`src/sv/adll_pkg.sv`:
```
package adll_pkg;
    localparam int SLOTS = 16;
    localparam int SW = 4;
    localparam int LW = 5;
    localparam logic [LW-1:0] NIL = LW'(SLOTS);

    localparam logic [2:0] M_ADD_FIRST = 3'd0;
    localparam logic [2:0] M_ADD_AFTER = 3'd1;
    localparam logic [2:0] M_ADD_LAST  = 3'd2;
    localparam logic [2:0] M_DEL_FIRST = 3'd3;
    localparam logic [2:0] M_DEL_AFTER = 3'd4;
    localparam logic [2:0] M_DEL_LAST  = 3'd5;
    localparam logic [2:0] M_CLEAR     = 3'd6;
    localparam logic [2:0] M_SEARCH    = 3'd7;

    localparam logic [2:0] ST_OK      = 3'd0;
    localparam logic [2:0] ST_FULL    = 3'd1;
    localparam logic [2:0] ST_EMPTY   = 3'd2;
    localparam logic [2:0] ST_NOTFND  = 3'd3;
    localparam logic [2:0] ST_NOSUCC  = 3'd4;
    localparam logic [2:0] ST_BADSLOT = 3'd5;

    typedef struct packed {
        logic           load;     // latch request
        logic           rd;       // read entry at rd_addr
        logic [LW-1:0]  rd_addr;
        logic           ins;      // link new entry
        logic           del;      // unlink entry r_rd_slot
        logic           clr;
        logic           hit;      // record search hit from read data
        logic [2:0]     status;
    } t_cmd;

    typedef struct packed {
        logic [2:0]    mode;
        logic          full;
        logic          ref_ok;
        logic          empty;
        logic [LW-1:0] head;
        logic [LW-1:0] tail;
        logic [SW-1:0] slot;
        logic [LW-1:0] rd_next;
        logic          key_eq;
    } t_stat;
endpackage

```
`src/sv/array_doubly_linked_list_engine_top.sv`:
```
// Array doubly linked list engine.
// Slave channel: one transaction per operation, tdata = {value, key, slot, mode}.
// Master channel: one transaction per operation,
//   tdata = {entry_count, found_value, result_slot, status}.
// Adds, clear and errors caught at decode end in the decode state;
// delete first/last reads the entry, then unlinks it; delete after
// reads the reference entry, then unlinks its successor or ends with
// a missing successor. A search visits at most SLOTS entries, reading
// one entry per cycle from the link store. One operation is worked at
// a time; the next is accepted in the cycle after the result is registered.
// The result sits in an output register; the next operation is accepted
// while it waits, but its own result is held back until the receiver
// takes the earlier one, so a stall simply pauses the engine.
// Reset (synchronous, active low) empties the list: all slots free,
// count zero; stored keys, values and links keep stale contents.
module array_doubly_linked_list_engine_top (
    input  logic         i_clk,
    input  logic         i_rst_n,
    input  logic         s_tvalid,
    output logic         s_tready,
    input  logic [103:0] s_tdata,   // mode[2:0], slot[6:3], key[70:7], value[102:71]
    output logic         m_tvalid,
    input  logic         m_tready,
    output logic [47:0]  m_tdata    // status[2:0], result_slot[6:3], found_value[38:7],
                                    // entry_count[43:39]
);
    import adll_pkg::*;

    adll_pkg::t_cmd  cmd;
    adll_pkg::t_stat stat;
    logic idle, done, busy;
    logic [3:0]  rslot;
    logic [31:0] found;
    logic [4:0]  cnt;
    logic [47:0] r_out;
    logic        r_ov;

    assign busy = r_ov && !m_tready;
    assign s_tready = idle;

    adll_ctrl u_ctrl (
        .i_clk(i_clk), .i_rst_n(i_rst_n), .i_in_fire(s_tvalid && s_tready),
        .i_out_busy(busy), .i_stat(stat),
        .o_cmd(cmd), .o_idle(idle), .o_done(done)
    );

    adll_datapath u_dp (
        .i_clk(i_clk), .i_rst_n(i_rst_n), .i_cmd(cmd), .o_stat(stat),
        .i_mode(s_tdata[2:0]), .i_slot(s_tdata[6:3]), .i_key(s_tdata[70:7]),
        .i_value(s_tdata[102:71]), .o_rslot(rslot), .o_found(found), .o_count(cnt)
    );

    always_ff @(posedge i_clk) begin
        if (!i_rst_n) begin
            r_ov <= 1'b0;
        end else if (done) begin
            r_ov <= 1'b1;
        end else if (m_tready) begin
            r_ov <= 1'b0;
        end
        if (done) begin
            r_out <= {4'd0, cnt,
                      (cmd.status == ST_OK) ? found : 32'd0,
                      (cmd.status == ST_OK) ? rslot : 4'd0,
                      cmd.status};
        end
    end

    assign m_tvalid = r_ov;
    assign m_tdata  = r_out;
endmodule

```
`src/sv/adll_datapath.sv`:
```
module adll_datapath (
    input  logic                   i_clk,
    input  logic                   i_rst_n,
    input  adll_pkg::t_cmd         i_cmd,
    output adll_pkg::t_stat        o_stat,
    input  logic [2:0]             i_mode,
    input  logic [3:0]             i_slot,
    input  logic [63:0]            i_key,
    input  logic [31:0]            i_value,
    output logic [3:0]             o_rslot,
    output logic [31:0]            o_found,
    output logic [4:0]             o_count
);
    import adll_pkg::*;

    logic [63:0]   r_key_mem [SLOTS];
    logic [31:0]   r_val_mem [SLOTS];
    logic [LW-1:0] r_next [SLOTS];
    logic [LW-1:0] r_prev [SLOTS];
    logic [SLOTS-1:0] r_used;
    logic [LW-1:0] r_head, r_tail;
    logic [4:0]    r_count;
    logic [2:0]    r_mode;
    logic [SW-1:0] r_slot;
    logic [63:0]   r_key;
    logic [31:0]   r_value;
    logic [63:0]   r_rd_key;
    logic [LW-1:0] r_rd_next;
    logic [SW-1:0] r_rd_slot;
    logic [SW-1:0] r_rslot;
    logic [31:0]   r_found;

    logic [LW-1:0] free_slot;
    logic [SW-1:0] fs;
    logic [LW-1:0] ins_ref, succ, dp, dq;

    always_comb begin
        free_slot = NIL;
        for (int i = SLOTS - 1; i >= 0; i--) begin
            if (!r_used[i]) free_slot = LW'(i);
        end
        fs = free_slot[SW-1:0];
        case (r_mode)
            M_ADD_FIRST: ins_ref = NIL;
            M_ADD_AFTER: ins_ref = {1'b0, r_slot};
            default:     ins_ref = r_tail;
        endcase
        succ = (ins_ref == NIL) ? r_head : r_next[ins_ref[SW-1:0]];
        dp = r_prev[r_rd_slot];
        dq = r_next[r_rd_slot];
    end

    assign o_stat.mode    = r_mode;
    assign o_stat.full    = free_slot == NIL;
    assign o_stat.ref_ok  = r_used[r_slot];
    assign o_stat.empty   = r_head == NIL;
    assign o_stat.head    = r_head;
    assign o_stat.tail    = r_tail;
    assign o_stat.slot    = r_slot;
    assign o_stat.rd_next = r_rd_next;
    assign o_stat.key_eq  = r_rd_key == r_key;

    always_ff @(posedge i_clk) begin
        if (i_cmd.load) begin
            r_mode <= i_mode; r_slot <= i_slot; r_key <= i_key; r_value <= i_value;
            r_rslot <= '0; r_found <= '0;
        end
        if (i_cmd.rd) begin
            r_rd_slot <= i_cmd.rd_addr[SW-1:0];
            r_rd_key  <= r_key_mem[i_cmd.rd_addr[SW-1:0]];
            r_rd_next <= r_next[i_cmd.rd_addr[SW-1:0]];
        end
        if (i_cmd.hit) begin
            r_rslot <= r_rd_slot;
            r_found <= r_val_mem[r_rd_slot];
        end
        if (i_cmd.ins) begin
            r_key_mem[fs] <= r_key;
            r_val_mem[fs] <= r_value;
            r_prev[fs] <= ins_ref;
            r_next[fs] <= succ;
            if (ins_ref != NIL) r_next[ins_ref[SW-1:0]] <= {1'b0, fs};
            if (succ != NIL) r_prev[succ[SW-1:0]] <= {1'b0, fs};
            r_rslot <= fs;
        end
        if (i_cmd.del) begin
            if (dp != NIL) r_next[dp[SW-1:0]] <= dq;
            if (dq != NIL) r_prev[dq[SW-1:0]] <= dp;
            r_rslot <= r_rd_slot;
        end
        if (!i_rst_n) begin
            r_used <= '0; r_head <= NIL; r_tail <= NIL; r_count <= '0;
        end else if (i_cmd.clr) begin
            r_used <= '0; r_head <= NIL; r_tail <= NIL; r_count <= '0;
        end else if (i_cmd.ins) begin
            r_used[fs] <= 1'b1;
            r_count <= r_count + 5'd1;
            if (ins_ref == NIL) r_head <= {1'b0, fs};
            if (succ == NIL) r_tail <= {1'b0, fs};
        end else if (i_cmd.del) begin
            r_used[r_rd_slot] <= 1'b0;
            r_count <= r_count - 5'd1;
            if (dp == NIL) r_head <= dq;
            if (dq == NIL) r_tail <= dp;
        end
    end

    assign o_rslot = r_rslot;
    assign o_found = r_found;
    assign o_count = r_count;
endmodule

```
`src/sv/adll_ctrl.sv`:
```
module adll_ctrl (
    input  logic             i_clk,
    input  logic             i_rst_n,
    input  logic             i_in_fire,
    input  logic             i_out_busy,
    input  adll_pkg::t_stat  i_stat,
    output adll_pkg::t_cmd   o_cmd,
    output logic             o_idle,
    output logic             o_done
);
    import adll_pkg::*;

    localparam logic [2:0] S_IDLE = 3'd0;
    localparam logic [2:0] S_DEC  = 3'd1;
    localparam logic [2:0] S_DEL  = 3'd2;
    localparam logic [2:0] S_DA   = 3'd3;
    localparam logic [2:0] S_WALK = 3'd4;
    localparam logic [2:0] S_DONE = 3'd5;

    logic [2:0] r_state, n_state;
    logic [2:0] r_status, n_status;
    logic [LW-1:0] r_steps, n_steps;

    always_comb begin
        o_cmd = '0;
        n_state = r_state;
        n_status = r_status;
        n_steps = r_steps;
        o_cmd.rd_addr = '0;
        case (r_state)
            S_IDLE: if (i_in_fire) begin
                o_cmd.load = 1'b1;
                n_state = S_DEC;
            end
            S_DEC: begin
                n_status = ST_OK;
                n_state = S_DONE;
                case (i_stat.mode)
                    M_ADD_FIRST, M_ADD_LAST, M_ADD_AFTER: begin
                        if (i_stat.full) n_status = ST_FULL;
                        else if (i_stat.mode == M_ADD_AFTER && !i_stat.ref_ok)
                            n_status = ST_BADSLOT;
                        else o_cmd.ins = 1'b1;
                    end
                    M_DEL_FIRST, M_DEL_LAST: begin
                        if (i_stat.empty) n_status = ST_EMPTY;
                        else begin
                            o_cmd.rd = 1'b1;
                            o_cmd.rd_addr = (i_stat.mode == M_DEL_FIRST)
                                ? i_stat.head : i_stat.tail;
                            n_state = S_DEL;
                        end
                    end
                    M_DEL_AFTER: begin
                        if (!i_stat.ref_ok) n_status = ST_BADSLOT;
                        else begin
                            o_cmd.rd = 1'b1;
                            o_cmd.rd_addr = {1'b0, i_stat.slot};
                            n_state = S_DA;
                        end
                    end
                    M_CLEAR: o_cmd.clr = 1'b1;
                    default: begin
                        if (i_stat.empty) n_status = ST_EMPTY;
                        else begin
                            o_cmd.rd = 1'b1;
                            o_cmd.rd_addr = i_stat.head;
                            n_steps = '0;
                            n_status = ST_NOTFND;
                            n_state = S_WALK;
                        end
                    end
                endcase
            end
            S_DA: begin
                if (i_stat.rd_next == NIL) begin
                    n_status = ST_NOSUCC;
                    n_state = S_DONE;
                end else begin
                    o_cmd.rd = 1'b1;
                    o_cmd.rd_addr = i_stat.rd_next;
                    n_state = S_DEL;
                end
            end
            S_DEL: begin
                o_cmd.del = 1'b1;
                n_state = S_DONE;
            end
            S_WALK: begin
                if (i_stat.key_eq) begin
                    o_cmd.hit = 1'b1;
                    n_status = ST_OK;
                    n_state = S_DONE;
                end else if (i_stat.rd_next == NIL || r_steps == LW'(SLOTS - 1)) begin
                    n_state = S_DONE;
                end else begin
                    o_cmd.rd = 1'b1;
                    o_cmd.rd_addr = i_stat.rd_next;
                    n_steps = r_steps + LW'(1);
                end
            end
            S_DONE: if (!i_out_busy) n_state = S_IDLE;
            default: n_state = S_IDLE;
        endcase
        o_cmd.status = r_status;
    end

    assign o_idle = r_state == S_IDLE;
    assign o_done = r_state == S_DONE && !i_out_busy;

    always_ff @(posedge i_clk) begin
        if (!i_rst_n) begin
            r_state <= S_IDLE; r_status <= ST_OK; r_steps <= '0;
        end else begin
            r_state <= n_state; r_status <= n_status; r_steps <= n_steps;
        end
    end
endmodule
```
`config.mk`:
```
export PLATFORM = sky130hd
export DESIGN_NAME = array_doubly_linked_list_engine_top
export DESIGN_NICKNAME = d
export VERILOG_FILES = /design/src/sv/adll_pkg.sv /design/src/sv/array_doubly_linked_list_engine_top.sv /design/src/sv/adll_datapath.sv /design/src/sv/adll_ctrl.sv
export SDC_FILE = /design/constraint.sdc
export NUM_CORES = 2
export LEC_CHECK = 0
export BUFFER_PORTS_ARGS = -buffer_cell sky130_fd_sc_hd__buf_2
export CORE_MARGIN = 1
export CORE_UTILIZATION = 55
export CTS_CLUSTER_DIAMETER = 120
export DETAILED_ROUTE_END_ITERATION = 16
export GPL_ROUTABILITY_DRIVEN = 0
export PLACE_DENSITY = 0.74
export SLEW_MARGIN = 5
export SYNTH_ARGS = -nofsm -noshare
export SYNTH_HDL_FRONTEND = slang
export SYNTH_SLANG_ARGS = --single-unit
```
`constraint.sdc`:
```
create_clock -name i_clk -period 13.5 [get_ports i_clk]
set_input_delay 1.35 -clock i_clk [delete_from_list [all_inputs] [get_ports i_clk]]
set_output_delay 1.35 -clock i_clk [all_outputs]
set_load 0.02 [all_outputs]
```
==> After elaboration in Yosys (flattened, before gate mapping) <==
Memory sizes are Yosys's and may differ from the RTL's. A register that Yosys moved wholly into a read port is not among the register bits.
Cells that the tools add are included.
{ "classes": {"add_sub_neg": 3, "n_mul": 0, "div_mod_pow": 0, "n_lt_le_gt_ge": 5, "n_eq_ne": 35, "shifts": 0, "mux": 111, "n_bitwise": 4, "reduce_logical": 33} }
{ "ops": {"columns": ["cell", "n"], "rows": [
  ["$mux W5", 34],
  ["$eq A64 B64 Y1", 1],
  ["$mux W32", 2],
  ["$mux W3", 12],
  ["$mux W4", 9],
  ["$mux W6", 6],
  ["$pmux W6 S3", 2],
  ["$eq A5 B5 Y1 const B", 7],
  ["$mux W1", 34],
  ["$mux W16", 2],
  ["$ne A5 B5 Y1 const B", 4],
  ["$pmux W5 S2", 2],
  ["$pmux W3 S3", 2],
  ["$pmux W3 S6", 1],
  ["$and A16 B16 Y16", 1],
  ["$not A16 Y16", 1],
  ["$or A16 B16 Y16", 1],
  ["$eq A3 B3 Y1 const B", 5],
  ["$lt A4 B5 Y1 const B", 3],
  ["$eq A3 B2 Y1 const B", 4],
  ["$ne A2 B2 Y1 const B", 6],
  ["$pmux W3 S4", 1],
  ["$reduce_and A3 Y1", 4],
  ["$reduce_bool A2 Y1", 6],
  ["other kinds (23)", 41]
]} }
{ "totals": {"reg_bits": 230, "latchBits": 0, "ramBits": 1696, "rom_bits": 0, "input_bits": 108, "output_inout_bits": 50, "mem_count": 4} }
{ "mem_list": {"columns": ["memory", "words", "word_bits", "rd", "rd_clocked_by_memory_dff", "write_ports", "line", "text"], "rows": [
  ["u_dp.r_key_mem", 16, 64, 1, 1, 1, "adll_datapath.sv:16", "logic [63:0] r_key_mem [SLOTS];"],
  ["u_dp.r_val_mem", 16, 32, 1, 1, 1, "adll_datapath.sv:17", "logic [31:0] r_val_mem [SLOTS];"],
  ["u_dp.r_next", 16, 5, 3, 2, 2, "adll_datapath.sv:18", "logic [LW-1:0] r_next [SLOTS];"],
  ["u_dp.r_prev", 16, 5, 1, 1, 2, "adll_datapath.sv:19", "logic [LW-1:0] r_prev [SLOTS];"]
]} }

==> Longest topological paths before layout <==
{ "depth": {"word_depth": 23, "depth_mapped": 16, "depth_no_buf": 12} }

==> By module <==
A second synthesis with hierarchy kept.
{ "unflattened": {"cells_unflattened": 4158, "area_unflattened_um2": 81474.4} }
{ "modules_own_cells": {"columns": ["module", "n_inst", "cells_per_inst", "area_per_inst_um2", "seq_area_each_um2"], "rows": [
  ["adll_datapath", 1, 3930, 78759.3, 57995.6],
  ["array_doubly_linked_list_engine_top", 1, 93, 1701.6, 1341.3],
  ["adll_ctrl", 1, 135, 1013.5, 220.2]
]} }

==> Worst setup path after synthesis <==
No wires, ideal clock.
{ "synth_timing": {"path_kind": "reg-to-reg", "start": "register u_dp.r_slot[0]", "end": "register u_dp.r_used[3]", "setup_time_ns": 0.099, "t_arrival_ns": 12.589, "t_required_ns": 13.401, "path_slack_ns": 0.812, "path_stages_with_launch": 12, "n_path_buf": 3, "synth_period_minus_slack_ns": 12.688, "cell_sequence": "edfxtp_1 > buf_4 > mux2i_1 > a22oi_1 > a21oi_1 > o31a_2 > nor2_4 > inv_2 > buf_6 > buf_4 > nor4_1 > o221a_2"} }
{ "synth_between": {"elab_chain_cells": 9, "elab_cells_between_ends": 10} }
{ "synth_lines": {"columns": ["item", "line", "text"], "rows": [
  ["start: declaration", "adll_datapath.sv:24", "logic [SW-1:0] r_slot;"],
  ["start signal: assignment", "adll_datapath.sv:65", "r_mode <= i_mode; r_slot <= i_slot; r_key <= i_key; r_value <= i_value;"],
  ["$bmux W1 S4 (*)", "adll_datapath.sv:55", "assign o_stat.ref_ok = r_used[r_slot];"],
  ["$mux W1 (not written as such) (*)", "adll_datapath.sv:55", null],
  ["$logic_not A1 Y1 (*)", "adll_ctrl.sv:41", "else if (i_stat.mode == M_ADD_AFTER && !i_stat.ref_ok)"],
  ["$logic_and A1 B1 Y1 (*)", "adll_ctrl.sv:41", null],
  ["$mux W1 (*)", "adll_ctrl.sv:41", null],
  ["$mux W1 (*)", "adll_ctrl.sv:40", "if (i_stat.full) n_status = ST_FULL;"],
  ["$mux W1 (*)", "adll_ctrl.sv:38", "case (i_stat.mode)"],
  ["$mux W1 (*)", "adll_ctrl.sv:30", "case (r_state)"],
  ["$mux W16 or $reduce_bool A2 Y1 (tied branches)", null, null],
  ["end signal: assignment", "adll_datapath.sv:94", "r_used <= '0; r_head <= NIL; r_tail <= NIL; r_count <= '0;"],
  ["end signal: indexed assignment", "adll_datapath.sv:96", "r_used[fs] <= 1'b1;"],
  ["end signal: indexed assignment", "adll_datapath.sv:101", "r_used[r_rd_slot] <= 1'b0;"],
  ["end: declaration", "adll_datapath.sv:20", "logic [SLOTS-1:0] r_used;"]
]} }
Mark *: on every way between the ends. The rest lies on a longest branch, timed or not. The select of a mux whose other input is x is not followed.
A chain may end at the register's enable or synchronous reset.

==> Worst setup path after layout <==
{ "layout_timing": {"start": "register u_dp.r_key[54]", "end": "register u_dp.r_rd_key[37] (read register of u_dp.r_key_mem), data pin"} }
{ "layout_between": {"elab_chain_cells": 3} }
{ "layout_lines": {"columns": ["item", "line", "text"], "rows": [
  ["start: declaration", "adll_datapath.sv:25", "logic [63:0] r_key;"],
  ["start signal: assignment", "adll_datapath.sv:65", null],
  ["$eq A64 B64 Y1", "adll_datapath.sv:61", "assign o_stat.key_eq = r_rd_key == r_key;"],
  ["$mux W6", "adll_ctrl.sv:90", "if (i_stat.key_eq) begin"],
  ["$pmux W6 S3", "adll_ctrl.sv:30", null],
  ["end: declaration", "adll_datapath.sv:27", "logic [63:0] r_rd_key;"]
]} }
No other way between the ends.

==> results_tabular.tex <==
\begin{tabular}{lr}
\hline
Metric & Value \\
\hline
\multicolumn{2}{l}{\textbf{Finish}} \\
Layout-stage area growth over the synthesis result & 11.05\% \\
Non-filler cells in the finished layout & just over 7k \\
Layout fillers & about 10k \\
Fin nets & $\sim$5.2k \\
Layout cell share with drive strength beyond 1 & 16.08\% \\
\multicolumn{2}{l}{\textbf{Global route}} \\
Total Routing Usage GR & between 20\% and 30\% \\
Global-route wire length before repair & 303,500 um \\
Initial antenna violation count & 5 \\
Number of global-route vias before repair & 46.57k \\
Maximum number of pins on one net before global-route repair & approximately 190 \\
Gr ovfl total & 0 \\
\multicolumn{2}{l}{\textbf{Clock network}} \\
Maximum clock path buffer count & 3 \\
Clk Latency, worst-skew pair & $\sim$0.84 ns \\
Number of buffers added to fix hold violations after cts & 0 \\
TritonCTS clock tree & built \\
Number of clock sinks & 1,999 \\
Clock slew at reported path FFs & about 0.060 ns \\
Number of H-tree branching levels & 4 \\
Number of buffers added by the clock tree synthesis step & roughly 190 \\
Root Driver & sky130\_fd\_sc\_hd\_\_clkbuf\_16 \\
Post-CTS sizing & 0 \\
Setup repair bufs after CTS & 0 \\
\multicolumn{2}{l}{\textbf{Flow run}} \\
Max-capacitance violation count & 0 \\
\multicolumn{2}{l}{\textbf{Floorplan}} \\
Area of the die & 148,800 um\^{}2 \\
Placeable core region & approximately 150,000 um\^{}2 \\
Vertical die dimension & 385.7 um \\
Number of primary I/O pins & $\sim$160 \\
Standard-cell rows & 140 \\
Initial cell density of the core & a little under three fifths \\
Die width & just under 400 um \\
\multicolumn{2}{l}{\textbf{Timing}} \\
Transition time at the pin with the least slew margin & 1.402 ns \\
Maximum clock frequency & approximately 140 MHz \\
Max-slew violations & 0 \\
Post-Route Skew & a little under 0.03 ns \\
Shortest clock period the worst path allows after layout & around 7.2 ns \\
Unrepaired setup endpoints after global routing & no \\
PnR worst setup slack & between 6 and 7 ns \\
Fraction of the cycle the final worst path needs & 53.52\% \\
Setup violations, final & 0 \\
TNS Setup & 0 ns \\
Normalized max-slew margin & $\sim$6.6\% \\
Final Hold Viols & 0 \\
\multicolumn{2}{l}{\textbf{Synthesis}} \\
Synth top area cells & sky130\_fd\_sc\_hd\_\_edfxtp\_1 (71\%), sky130\_fd\_sc\_hd\_\_mux4\_2 (5.9\%), sky130\_fd\_sc\_hd\_\_mux2i\_1 (2.3\%), sky130\_fd\_sc\_hd\_\_nand2\_1 (2.3\%), sky130\_fd\_sc\_hd\_\_dfxtp\_1 (2.0\%) \\
Largest area contributor in the netlist & sky130\_fd\_sc\_hd\_\_edfxtp\_1 \\
Mean area per synthesized cell & between 15 and 20 um\^{}2 \\
Post-synthesis register bit count & roughly 2k \\
Top post-synthesis cells by count & sky130\_fd\_sc\_hd\_\_edfxtp\_1 (1,920), sky130\_fd\_sc\_hd\_\_nand2\_1 (498), sky130\_fd\_sc\_hd\_\_nand3\_1 (264) \\
Area share of the largest cell type after synthesis & between 70\% and 80\% \\
Proportion of synthesized chip area in sequential cells & between 70\% and 80\% \\
Most used DFF post-synth & sky130\_fd\_sc\_hd\_\_edfxtp\_1 \\
Gate count after technology mapping & slightly above 5k \\
Most instantiated library cell after synthesis & sky130\_fd\_sc\_hd\_\_edfxtp\_1 \\
Synthesis warning total & 0 \\
Post-synth EDFFs & $\sim$1.9k \\
Count of cell types in the netlist & 105 \\
Area of the mapped netlist & between 80,000 and 90,000 um\^{}2 \\
Async S/R FF share, synth & 0\% \\
\multicolumn{2}{l}{\textbf{Place}} \\
Number of buffers added on ports & $\sim$150 \\
Cell count after placement & between 6k and 7k \\
Worst setup timing slack at the placement stage & 6.491 ns \\
DP HPWL & between 100,000 and 150,000 um \\
\multicolumn{2}{l}{\textbf{Critical path}} \\
Critical Path Slowest Stage Cell & sky130\_fd\_sc\_hd\_\_o211a\_4 \\
Arrival time of the worst setup path & between 7 and 8 ns \\
Data required, critical path & $\sim$14 ns \\
Slowest Stage Delay on Critical Path & between 0.9 and 1 ns \\
Classification of the worst setup path & reg -> reg \\
CP startpoint kind & register \\
Crit-path most repeated cell & sky130\_fd\_sc\_hd\_\_buf\_4 \\
Ordered list of cells on the worst path & xnor2\_1, nand4\_1, nor4\_1, and4\_1, o211a\_4, inv\_8, buf\_4, buf\_4, buf\_4, mux2i\_1, o22ai\_1, a221oi\_1, o21ai\_1 \\
Endpoint type of the worst setup path & register \\
Critical Path Fanout Max & between 70 and 80 \\
\multicolumn{2}{l}{\textbf{Run status}} \\
Run status & finished clean \\
\multicolumn{2}{l}{\textbf{Drt}} \\
Detailed-route wire length per cell & 29.19 um \\
Final routed wirelength across all metal layers & 210,200 um \\
Post-route DRC & 0 \\
Remaining antenna violation count after routing & 0 \\
Via-per-instance ratio & between 6 and 7 \\
Via count of the routed design & between 40k and 50k \\
Count of routing violations after the opening detailed-route iteration & approximately 7k \\
Total iterations of the first detailed-routing run & 6 \\
\multicolumn{2}{l}{\textbf{Power}} \\
Pleak & between 20 and 30 nW \\
Power density over the cells & between 150 and 200 nW/um\^{}2 \\
Worst vdd ir & roughly 0.12 mV \\
Overall power & about 0.015 W \\
\multicolumn{2}{l}{\textbf{Hold path}} \\
Kind of path behind the tightest hold check & reg -> reg \\
\hline
\end{tabular}
-- cell families (layout without fill, tap and decap cells) --
family                     after synthesis  in the layout  share of synthesized area [%]
muxes                                  414            414                          8.418
buffers and inverters                  360            616                          1.990
AOI/OAI and AO/OA                     1040           1040                          8.696
xor gates and xnor gates                70             70                         0.7571
and+or+nand+nor                       1135           1135                          6.874
adders and majority gates                7              7                         0.1051
other                                    1              5                       0.004631
DFF                                   1999           1999                          73.15
-- path summary, 6_finish.rpt --
path	cells after the start	start	slack [ns]	endpoint
worst max-delay path	13	u_dp.r_key[54]$_DFFE_PP_	6.27	u_dp.r_rd_key[37]$_DFFE_PP_
worst min-delay path	0	u_dp.o_count[4]$_SDFFE_PP0P_	0.46	m_tdata[43]$_DFFE_PP_
worst min register to register	0	u_dp.o_count[4]$_SDFFE_PP0P_	0.46	m_tdata[43]$_DFFE_PP_
worst max register to register	13	u_dp.r_key[54]$_DFFE_PP_	6.27	u_dp.r_rd_key[37]$_DFFE_PP_
-- critical path, delay by kind of cell, from the launching register on --
kind	cells	cell delay (ns)
buffers and inverters	4	2.14
AO/OA/AOI/OAI	4	1.53
AND/OR/NAND/NOR	3	1.46
XOR/XNOR	1	0.65
flip-flops	1	0.63
multiplexers	1	0.29
-- per-stage QoR --
stage | hold slack, ns | instance area (um^2) | util [%]
2_1_floorplan | 0.4252 | 80990 | -
6_report | 0.4567 | 89920 | 61.63
3_3_place_gp | 0.4385 | 83580 | 57.28
4_1_cts | 0.4636 | 89920 | 61.62
5_1_grt | 0.4912 | 89920 | 61.63
3_5_place_dp | 0.4496 | 83580 | 57.28
-- cell usage in the layout (no fill, tap or decap), drive strengths merged, types with 20 or more instances in the layout --
cell type | Yosys | routed
bufinv | 0 | 21
a22oi | 72 | 72
nor3 | 29 | 29
nand3 | 265 | 265
nor2 | 90 | 90
a211oi | 100 | 100
nor4 | 20 | 20
nand2b | 25 | 25
a221oi | 66 | 66
and2 | 51 | 51
nand4 | 29 | 29
mux4 | 212 | 212
nor2b | 51 | 51
xnor2 | 66 | 66
clkbuf | 173 | 236
buf | 166 | 235
a22o | 68 | 68
mux2i | 192 | 192
and3 | 27 | 27
a21oi | 247 | 247
o21ai | 164 | 164
clkinv | 0 | 80
a31oi | 77 | 77
dfxtp | 79 | 79
edfxtp | 1920 | 1920
o22ai | 90 | 90
nand2 | 499 | 499
inv | 21 | 36
o31ai | 50 | 50
-- flip-flops by register name, summed over array words and instances (netlist names), 5 cells and up, named ones only --
signal,cells
u_dp.o_count,5
u_dp.r_next,80
u_dp.o_found,32
m_tdata,44
u_dp.r_head,5
u_dp.r_key_mem,1024
u_dp.r_rd_next,5
u_dp.r_key,64
u_dp.r_tail,5
u_dp.r_prev,80
u_dp.r_used,16
u_dp.r_value,32
u_ctrl.r_steps,5
u_dp.r_rd_key,64
u_dp.r_val_mem,512
-- layer usage --
metal,track usage [%],vias up,share of wire (%)
li1,-,20220,-
met1,38.76,24060,37
met2,44.28,3347,47
met3,5.129,538,11
met4,11.33,2,3.9
met5,0,-,0.0057
-- report_power, final --
part | internal (W) | switching (W) | leakage (nW)
registers | 0.00717 | 0.000318 | 17.8
logic | 0.000869 | 0.00136 | 7.15
clock network | 0.00308 | 0.00232 | 3.08
-- cell type report --
| cell class | count | area [um^2] | share of cell area, % |
|---|---|---|---|
| tap | 1917 | 2399 | 2.667 |
| antenna | 1 | 2.502 | 0.002783 |
| inverter | 21 | 103.9 | 0.1155 |
| timing repair buffer | 235 | 1496 | 1.664 |
| clock inverter | 124 | 1299 | 1.444 |
| sequential | 1999 | 59250 | 65.89 |
| clock buffer | 236 | 5041 | 5.606 |
| multi-input combinational | 2670 | 20330 | 22.61 |
(Power assumes the default switching activity.)
